## src/rtl/core/pchc_pkg.sv

```systemverilog
// ----------------------------------------------------------------------------
// pchc_pkg
// Shared constants, types and helpers of the plate color histogram classifier.
// ----------------------------------------------------------------------------
package pchc_pkg;

    localparam int COUNT_BITS     = 24;
    localparam int NUM_CLASSES    = 6;
    localparam int NUM_CHROMA     = 3;
    localparam int BOX_BITS       = 48;
    localparam int CHAN_BITS      = 8;
    localparam int SUM_BITS       = 32;
    localparam int CLASS_BITS     = 3;
    localparam int COLOR_BITS     = 3;
    localparam int CFG_INDEX_BITS = 3;
    localparam int PART_BITS      = COUNT_BITS + 2;
    localparam int TOTAL_BITS     = COUNT_BITS + 3;
    localparam int CMP_BITS       = (COUNT_BITS + 7 > SUM_BITS) ? COUNT_BITS + 7 : SUM_BITS;

    localparam logic [COUNT_BITS-1:0] COUNT_MAX = '1;
    localparam logic [SUM_BITS-1:0]   SUM_MAX   = '1;

    // Byte lanes inside a box register
    localparam int BYTE_LOW_H  = 0;
    localparam int BYTE_LOW_S  = 1;
    localparam int BYTE_LOW_V  = 2;
    localparam int BYTE_HIGH_H = 3;
    localparam int BYTE_HIGH_S = 4;
    localparam int BYTE_HIGH_V = 5;

    typedef logic [BOX_BITS-1:0]   t_box;
    typedef logic [CLASS_BITS-1:0] t_class;
    typedef logic [COLOR_BITS-1:0] t_color;

    localparam t_class CLS_BLUE  = 3'd0;
    localparam t_class CLS_WHITE = 3'd3;
    localparam t_class CLS_BLACK = 3'd5;

    localparam t_color COLOR_WHITE = 3'd3;
    localparam t_color COLOR_BLACK = 3'd4;

    localparam logic [CFG_INDEX_BITS-1:0] CFG_LAST_INDEX = 3'd5;

    // Reset boxes, black first so that index 0 is blue
    localparam logic [NUM_CLASSES-1:0][BOX_BITS-1:0] BOX_RESET = {
        48'h960AB4000000,
        48'hDD2BB4960000,
        48'hFF1EB4DD0000,
        48'hFFFF4B141E2C,
        48'hFFFF2B141E08,
        48'hFFFF96141E55
    };

    typedef struct packed {
        logic                   valid;
        logic [NUM_CLASSES-1:0] hit;
        logic [CHAN_BITS-1:0]   brightness;
        logic                   last;
    } t_cls;

    typedef struct packed {
        logic                                   valid;
        logic [NUM_CLASSES-1:0][COUNT_BITS-1:0] counts;
        logic [COUNT_BITS-1:0]                  total;
        logic [SUM_BITS-1:0]                    bsum;
        logic                                   sat;
    } t_snap;

    function automatic logic [CHAN_BITS-1:0] box_byte(input t_box box, input int k);
        box_byte = box[CHAN_BITS*k +: CHAN_BITS];
    endfunction

    function automatic logic in_box(input t_box box,
                                    input logic [CHAN_BITS-1:0] h,
                                    input logic [CHAN_BITS-1:0] s,
                                    input logic [CHAN_BITS-1:0] v);
        in_box = (h >= box_byte(box, BYTE_LOW_H)) && (h <= box_byte(box, BYTE_HIGH_H)) &&
                 (s >= box_byte(box, BYTE_LOW_S)) && (s <= box_byte(box, BYTE_HIGH_S)) &&
                 (v >= box_byte(box, BYTE_LOW_V)) && (v <= box_byte(box, BYTE_HIGH_V));
    endfunction

endpackage

```

## src/rtl/core/pchc_classify.sv

```systemverilog
// ----------------------------------------------------------------------------
// pchc_classify
// Box registers, pixel input register and first-match box classification.
// ----------------------------------------------------------------------------
module pchc_classify
    import pchc_pkg::*;
(
    input  logic                      i_clk,
    input  logic                      i_rst_n,
    input  logic                      i_adv,
    input  logic                      i_in_valid,
    input  logic [CHAN_BITS-1:0]      i_hue,
    input  logic [CHAN_BITS-1:0]      i_saturation,
    input  logic [CHAN_BITS-1:0]      i_brightness,
    input  logic                      i_last_pixel,
    input  logic                      i_cfg_valid,
    input  logic [CFG_INDEX_BITS-1:0] i_cfg_index,
    input  logic [BOX_BITS-1:0]       i_cfg_data,
    output t_cls                      o_cls
);

    t_box [NUM_CLASSES-1:0] r_box;

    logic                 r_in_valid;
    logic [CHAN_BITS-1:0] r_hue;
    logic [CHAN_BITS-1:0] r_sat;
    logic [CHAN_BITS-1:0] r_bri;
    logic                 r_last;

    t_cls                   r_cls;
    logic [NUM_CLASSES-1:0] n_hit;

    always_ff @(posedge i_clk) begin
        if (!i_rst_n) begin
            r_box <= BOX_RESET;
        end else if (i_cfg_valid && (i_cfg_index <= CFG_LAST_INDEX)) begin
            r_box[i_cfg_index] <= i_cfg_data;
        end
    end

    always_ff @(posedge i_clk) begin
        if (!i_rst_n) begin
            r_in_valid <= 1'b0;
        end else if (i_adv) begin
            r_in_valid <= i_in_valid;
        end
        if (i_adv && i_in_valid) begin
            r_hue  <= i_hue;
            r_sat  <= i_saturation;
            r_bri  <= i_brightness;
            r_last <= i_last_pixel;
        end
    end

    // First box that contains the pixel wins
    always_comb begin
        logic found;
        found = 1'b0;
        n_hit = '0;
        for (int k = 0; k < NUM_CLASSES; k++) begin
            if (!found && in_box(r_box[k], r_hue, r_sat, r_bri)) begin
                n_hit[k] = 1'b1;
                found    = 1'b1;
            end
        end
    end

    always_ff @(posedge i_clk) begin
        if (!i_rst_n) begin
            r_cls.valid <= 1'b0;
        end else if (i_adv) begin
            r_cls.valid <= r_in_valid;
        end
        if (i_adv && r_in_valid) begin
            r_cls.hit        <= n_hit;
            r_cls.brightness <= r_bri;
            r_cls.last       <= r_last;
        end
    end

    assign o_cls = r_cls;

endmodule

```

## src/rtl/core/pchc_accum.sv

```systemverilog
// ----------------------------------------------------------------------------
// pchc_accum
// Per-image class counters, pixel count and brightness sum, all saturating.
// ----------------------------------------------------------------------------
module pchc_accum
    import pchc_pkg::*;
(
    input  logic  i_clk,
    input  logic  i_rst_n,
    input  logic  i_adv,
    input  t_cls  i_cls,
    output t_snap o_snap
);

    logic [NUM_CLASSES-1:0][COUNT_BITS-1:0] r_counts;
    logic [COUNT_BITS-1:0]                  r_total;
    logic [SUM_BITS-1:0]                    r_bsum;
    logic                                   r_sat;

    logic [NUM_CLASSES-1:0][COUNT_BITS-1:0] n_counts;
    logic [COUNT_BITS-1:0]                  n_total;
    logic [SUM_BITS-1:0]                    n_bsum;
    logic                                   n_sat;
    logic [SUM_BITS:0]                      sum_ext;

    t_snap r_snap;

    always_comb begin
        n_counts = r_counts;
        n_total  = r_total;
        n_sat    = r_sat;
        for (int k = 0; k < NUM_CLASSES; k++) begin
            if (i_cls.hit[k]) begin
                if (r_counts[k] == COUNT_MAX) begin
                    n_sat = 1'b1;
                end else begin
                    n_counts[k] = r_counts[k] + 1'b1;
                end
            end
        end
        if (r_total == COUNT_MAX) begin
            n_sat = 1'b1;
        end else begin
            n_total = r_total + 1'b1;
        end
        sum_ext = {1'b0, r_bsum} + (SUM_BITS+1)'(i_cls.brightness);
        if (sum_ext[SUM_BITS]) begin
            n_bsum = SUM_MAX;
            n_sat  = 1'b1;
        end else begin
            n_bsum = sum_ext[SUM_BITS-1:0];
        end
    end

    always_ff @(posedge i_clk) begin
        if (!i_rst_n) begin
            r_counts     <= '0;
            r_total      <= '0;
            r_bsum       <= '0;
            r_sat        <= 1'b0;
            r_snap.valid <= 1'b0;
        end else if (i_adv) begin
            r_snap.valid <= i_cls.valid && i_cls.last;
            if (i_cls.valid) begin
                if (i_cls.last) begin
                    // hand the finished image to the decision, start a fresh one
                    r_snap.counts <= n_counts;
                    r_snap.total  <= n_total;
                    r_snap.bsum   <= n_bsum;
                    r_snap.sat    <= n_sat;
                    r_counts      <= '0;
                    r_total       <= '0;
                    r_bsum        <= '0;
                    r_sat         <= 1'b0;
                end else begin
                    r_counts <= n_counts;
                    r_total  <= n_total;
                    r_bsum   <= n_bsum;
                    r_sat    <= n_sat;
                end
            end
        end
    end

    assign o_snap = r_snap;

endmodule

```

## src/rtl/core/pchc_decide.sv

```systemverilog
// ----------------------------------------------------------------------------
// pchc_decide
// Two-stage color decision over a finished image and the result register.
// ----------------------------------------------------------------------------
module pchc_decide
    import pchc_pkg::*;
(
    input  logic   i_clk,
    input  logic   i_rst_n,
    input  logic   i_adv,
    input  t_snap  i_snap,
    output logic   o_out_valid,
    output t_color o_plate_color,
    output logic   o_count_saturated
);

    localparam logic [TOTAL_BITS-1:0] SHARE_DIV = TOTAL_BITS'(6);

    t_class                n_win;
    t_class                n_chrom;
    logic [PART_BITS-1:0]  n_sum_a;
    logic [PART_BITS-1:0]  n_sum_b;
    logic                  n_gray_white;

    logic                  r_d_valid;
    t_class                r_win;
    t_class                r_chrom;
    logic [COUNT_BITS-1:0] r_chrom_cnt;
    logic [PART_BITS-1:0]  r_sum_a;
    logic [PART_BITS-1:0]  r_sum_b;
    logic                  r_gray_white;
    logic                  r_sat;

    logic [TOTAL_BITS-1:0] total;
    logic [TOTAL_BITS-1:0] bound;
    t_color                n_color;

    logic                  r_out_valid;
    t_color                r_color;
    logic                  r_out_sat;

    // Argmax with strict compare: lower index keeps a tie
    always_comb begin
        n_win   = CLS_BLUE;
        n_chrom = CLS_BLUE;
        for (int k = 1; k < NUM_CLASSES; k++) begin
            if (i_snap.counts[k] > i_snap.counts[n_win]) begin
                n_win = t_class'(k);
            end
        end
        for (int k = 1; k < NUM_CHROMA; k++) begin
            if (i_snap.counts[k] > i_snap.counts[n_chrom]) begin
                n_chrom = t_class'(k);
            end
        end
        n_sum_a = PART_BITS'(i_snap.counts[0]) + PART_BITS'(i_snap.counts[1]) +
                  PART_BITS'(i_snap.counts[2]);
        n_sum_b = PART_BITS'(i_snap.counts[3]) + PART_BITS'(i_snap.counts[4]) +
                  PART_BITS'(i_snap.counts[5]);
        n_gray_white = CMP_BITS'(i_snap.bsum) > (CMP_BITS'(i_snap.total) << 7);
    end

    always_ff @(posedge i_clk) begin
        if (!i_rst_n) begin
            r_d_valid <= 1'b0;
        end else if (i_adv) begin
            r_d_valid <= i_snap.valid;
        end
        if (i_adv && i_snap.valid) begin
            r_win        <= n_win;
            r_chrom      <= n_chrom;
            r_chrom_cnt  <= i_snap.counts[n_chrom];
            r_sum_a      <= n_sum_a;
            r_sum_b      <= n_sum_b;
            r_gray_white <= n_gray_white;
            r_sat        <= i_snap.sat;
        end
    end

    // count >= floor(total/6) is the same as total < 6*count + 6
    always_comb begin
        total = TOTAL_BITS'(r_sum_a) + TOTAL_BITS'(r_sum_b);
        bound = (TOTAL_BITS'(r_chrom_cnt) << 2) + (TOTAL_BITS'(r_chrom_cnt) << 1) + SHARE_DIV;
        if (r_win < CLS_WHITE) begin
            n_color = t_color'(r_win);
        end else if (total < bound) begin
            n_color = t_color'(r_chrom);
        end else if (r_win == CLS_WHITE) begin
            n_color = COLOR_WHITE;
        end else if (r_win == CLS_BLACK) begin
            n_color = COLOR_BLACK;
        end else begin
            n_color = r_gray_white ? COLOR_WHITE : COLOR_BLACK;
        end
    end

    always_ff @(posedge i_clk) begin
        if (!i_rst_n) begin
            r_out_valid <= 1'b0;
        end else if (i_adv) begin
            r_out_valid <= r_d_valid;
        end
        if (i_adv && r_d_valid) begin
            r_color   <= n_color;
            r_out_sat <= r_sat;
        end
    end

    assign o_out_valid       = r_out_valid;
    assign o_plate_color     = r_color;
    assign o_count_saturated = r_out_sat;

endmodule

```

## src/rtl/core/plate_color_histogram_classifier_top.sv

```systemverilog
// ----------------------------------------------------------------------------
// plate_color_histogram_classifier_top
// Classifies HSV pixels into color boxes and picks one plate color per image.
//
//   channel   handshake                   payload
//   pixel in  i_in_valid / o_in_ready     i_hue, i_saturation, i_brightness,
//                                         i_last_pixel
//   color out o_out_valid / i_out_ready   o_plate_color, o_count_saturated
//   config    i_cfg_valid / o_cfg_ready   i_cfg_index, i_cfg_data
//
// One pixel item per cycle while the output is not stalled; a color item
// leaves once the last pixel of its image has passed the input register and
// the class, count, decision and result registers that follow it.
// The whole pipeline holds while a color waits at the output and i_out_ready
// is low; o_in_ready follows that stall. Config writes are taken every cycle.
// Reset restores the default boxes and clears all counters; no sweep needed.
// ----------------------------------------------------------------------------
module plate_color_histogram_classifier_top
    import pchc_pkg::*;
(
    input  logic                      i_clk,
    input  logic                      i_rst_n,
    input  logic                      i_in_valid,
    output logic                      o_in_ready,
    input  logic [CHAN_BITS-1:0]      i_hue,
    input  logic [CHAN_BITS-1:0]      i_saturation,
    input  logic [CHAN_BITS-1:0]      i_brightness,
    input  logic                      i_last_pixel,
    output logic                      o_out_valid,
    input  logic                      i_out_ready,
    output logic [COLOR_BITS-1:0]     o_plate_color,
    output logic                      o_count_saturated,
    input  logic                      i_cfg_valid,
    output logic                      o_cfg_ready,
    input  logic [CFG_INDEX_BITS-1:0] i_cfg_index,
    input  logic [BOX_BITS-1:0]       i_cfg_data
);

    logic  w_adv;
    logic  w_out_valid;
    t_cls  w_cls;
    t_snap w_snap;

    // Advance everything unless a finished color is stuck at the output
    assign w_adv       = !w_out_valid || i_out_ready;
    assign o_in_ready  = w_adv;
    assign o_cfg_ready = 1'b1;
    assign o_out_valid = w_out_valid;

    pchc_classify u_classify (
        .i_clk        (i_clk),
        .i_rst_n      (i_rst_n),
        .i_adv        (w_adv),
        .i_in_valid   (i_in_valid),
        .i_hue        (i_hue),
        .i_saturation (i_saturation),
        .i_brightness (i_brightness),
        .i_last_pixel (i_last_pixel),
        .i_cfg_valid  (i_cfg_valid),
        .i_cfg_index  (i_cfg_index),
        .i_cfg_data   (i_cfg_data),
        .o_cls        (w_cls)
    );

    pchc_accum u_accum (
        .i_clk   (i_clk),
        .i_rst_n (i_rst_n),
        .i_adv   (w_adv),
        .i_cls   (w_cls),
        .o_snap  (w_snap)
    );

    pchc_decide u_decide (
        .i_clk             (i_clk),
        .i_rst_n           (i_rst_n),
        .i_adv             (w_adv),
        .i_snap            (w_snap),
        .o_out_valid       (w_out_valid),
        .o_plate_color     (o_plate_color),
        .o_count_saturated (o_count_saturated)
    );

endmodule

```

## config.mk

```make
export PLATFORM = sky130hd
export DESIGN_NAME = plate_color_histogram_classifier_top
export DESIGN_NICKNAME = d
export VERILOG_FILES = /design/src/rtl/core/pchc_pkg.sv /design/src/rtl/core/pchc_classify.sv /design/src/rtl/core/pchc_accum.sv /design/src/rtl/core/pchc_decide.sv /design/src/rtl/core/plate_color_histogram_classifier_top.sv
export SDC_FILE = /design/constraint.sdc
export NUM_CORES = 2
export LEC_CHECK = 0
export BUFFER_PORTS_ARGS = -buffer_cell sky130_fd_sc_hd__buf_2
export CAP_MARGIN = 25
export CORE_UTILIZATION = 45
export CTS_CLUSTER_SIZE = 40
export DETAILED_ROUTE_END_ITERATION = 12
export PLACE_DENSITY = 0.67
export REMOVE_ABC_BUFFERS = 1
export SETUP_SLACK_MARGIN = 0.02
export SYNTH_ARGS = -nofsm -noshare
export SYNTH_HDL_FRONTEND = slang
export SYNTH_HIERARCHICAL = 1
export SYNTH_SLANG_ARGS = --single-unit
export TNS_END_PERCENT = 30
```

## constraint.sdc

```tcl
create_clock -name i_clk -period 48.2 [get_ports i_clk]
set_input_delay 9.64 -clock i_clk [delete_from_list [all_inputs] [get_ports i_clk]]
set_output_delay 9.64 -clock i_clk [all_outputs]
set_load 0.02 [all_outputs]
```

==> summary.txt <==
status: finished clean
minimum clock period: 19.91 ns
Post-synth top flop: dfxtp_1
setup bufs post-CTS: 0
ant diodes: 0
commonest cells after routing, fill and taps aside: 719 x nand2_1, 592 x ha_1, 494 x dfxtp_1
post-route design area: 56900 sq um
Via-to-Cell Ratio: 5.82
Crit Path Class: input pin to output pin
max cap viols: 0
Post-synth EDFFs: 328
Reg2Reg Launch Point: u_accum/o_snap[104]
Avg Cell Area, Syn: 9.29 sq um
Final WS setup: 28.29 ns
first-pass GRT wire length: 218 mm
post-layout util: 49.7%
CP required: 38.56 ns
area grow syn2layout: 9.24%
max incr delay on CP: 0.29 ns
commonest non-fill, non-tap cell in the layout: nand2_1
worst setup path start: i_out_ready
cts hold-fix bufs: 0
DRT Wirelength: 140 mm
crit path max-delay cell type: nand2b_1
Pleak: 0.0225 uW
Syn Inst Count: 5610
DR WL/cell: 19.5 microns
max_slew headroom: 19.1%
crit end category: output pin
Worst-Margin Slew: 1.21 ns
Pre-antenna DRT Iters: 8
placed wire-length estimate: 99.1 mm
placed inst area: 53700 sq um
multi-input logic area: 29700 sq um
largest net degree at the start of global routing: 202
fmax: 50.2 MHz
# setup viols final: 0
Peak VDD IR: 0.0313 mV
reg-to-reg endpoint: u_decide/r_win[2]
RSZ-0062 raised after global routing: no
Ys Warns: 6
Setup crit start kind: input pin
Port Buffers: 86
ANT nets after route: 0
initial antenna violation count: 9
Final Total Pwr: 1760 uW
clock sink count: 822
Setup WS pre-CTS: 28.28 ns
share of layout cells above drive strength 1: 8.30%
register area share after synthesis: 37.9%
Rows: 124
setup_tns: 0 ns
Initial Utilization: 45.5%
Power Dens Cells: 31.0 nW/um^2
fin crit share: 41.3%
CP max FO: 12
worst r2r path cells: 46
CTS tree: yes
final hold vios: 0
Crit path arrival time: 10.27 ns
area occupied by registers: 19700 sq um
die area: 117000 sq um
die width: 342 microns
worst-path cell chain: buf_2, nand2b_1, buf_2
CTS H-tree depth: 3
DRC viols: 0
PostCTS Resize Cnt: 0
Worst Clk Skew: 0.0327 ns
Clock Path Buffers: 3
cell chosen for the clock root: clkbuf_16
fillers: 10500
total number of vias: 41800
Yosys reg bits: 822
die height: 342 microns
Top cell by count, worst path: buf_2
# IOs: 88
Tot GR Track Use: 23.5%
initial drt markers: 2693
Synth async-reset ratio: 0%
Critical Path End: o_in_ready
clk_lat worst skew: 0.69 ns
Layout Nets: 6308
reg2reg setup slack: 33.96 ns
clk slew on worst S/H paths: 0.06 ns
vias in the first global route: 39700
library cells used by synthesis: 120
Synth Cell Area: 52100 sq um
worst min-delay path category: register to register
gr ovfl total: 0
core area: 115000 sq um
GPL Wtd Cong: 0.937
Num CTS Buffers: 91
Slew Viols, Final: 0
synthesized netlist by cell type (all sizes together), types with 14 or more instances:
cell	number	area, sq um
nand2	725	2730
ha	592	7410
dfxtp	494	9890
inv	441	1660
a21oi	356	1950
edfxtp	328	9850
o21ai	247	1260
nor2	244	942
clkbuf	174	656
xnor2	170	1490
o211ai	164	1240
a21boi	161	1210
nand3	154	793
nand4	131	832
a21o	92	691
a31oi	92	582
xor2	90	788
nor3	88	455
buf	78	453
and3	53	332
fa	52	1040
or3	48	305
nor2b	47	302
o221ai	47	662
nand2b	43	277
o21a	39	294
nor4	37	257
a211oi	33	258
mux2i	33	439
a22o	32	280
and4	32	280
and2	30	188
o31ai	26	195
a22oi	20	150
a41oi	15	131
o21bai	14	105
o22ai	14	93.8
or4	14	113
registers in the layout (all words and copies together), names as in the netlist, 8 cells and up:
signal,flops
u_accum/o_snap,202
u_classify/r_box,288
u_classify/r_bri,8
u_classify/r_hue,8
u_accum/r_counts,144
u_accum/r_bsum,32
u_decide/r_sum_a,26
u_classify/r_sat,8
u_decide/r_chrom_cnt,24
u_decide/r_sum_b,26
u_accum/r_total,24
u_classify/o_cls,16
stage by stage:
stage          std cells  hold WS, ns
2_1_floorplan       5358        0.400
5_1_grt             7173        0.433
6_report            7173        0.425
3_5_place_dp        6997        0.407
4_1_cts             7168        0.422
3_3_place_gp        6996        0.404
layer usage:
metal	global-route usage, %	routed length (microns)
met1	30.4	60600
met2	40.1	66400
met3	2.92	8310
met4	8.61	4790
met5	0	81
power breakdown:
group | switching, uW | internal (uW) | total (uW)
Combinational | 186 | 116 | 302
Clock | 298 | 416 | 714
Sequential | 13.1 | 735 | 748
Total | 497 | 1270 | 1760
worst max-delay path: cells and delay by family:
family                 cells  cell delay, ns
buffers and inverters      2            0.34
AND/OR/NAND/NOR            1            0.29
cells by family after synthesis:
family | count (synthesis) | share of synthesized area [%]
and+or+nand+nor | 1679 | 15.5
AOI/OAI and AO/OA | 1469 | 19.7
DFF | 822 | 37.9
buffers and inverters | 693 | 5.30
adders and majority gates | 644 | 16.2
xor gates and xnor gates | 260 | 4.37
muxes | 42 | 1.04
other | 1 | 0.00720
worst min-delay path by stage:
stage                      start                   to  slack [ns]  cells past startpoint
2_1_floorplan  u_classify/r_last  u_classify/o_cls[0]        0.40                      0
3_3_place_gp   u_classify/r_last  u_classify/o_cls[0]        0.40                      0
3_5_place_dp   u_classify/r_last  u_classify/o_cls[0]        0.41                      0
4_1_cts        u_classify/r_last  u_classify/o_cls[0]        0.42                      0
5_1_grt        u_classify/r_last  u_classify/o_cls[0]        0.43                      0
6_report       u_classify/r_last  u_classify/o_cls[0]        0.42                      0
final cells by class:
type	count	share of cell area, %
clock inverter	41	0.805
multi-input combinational	4095	52.1
clock buffer	130	4.62
sequential	822	34.7
inverter	441	2.91
tap	1512	3.32
timing repair buffer	132	1.53
No activity file was read; power rests on OpenSTA's default activity.
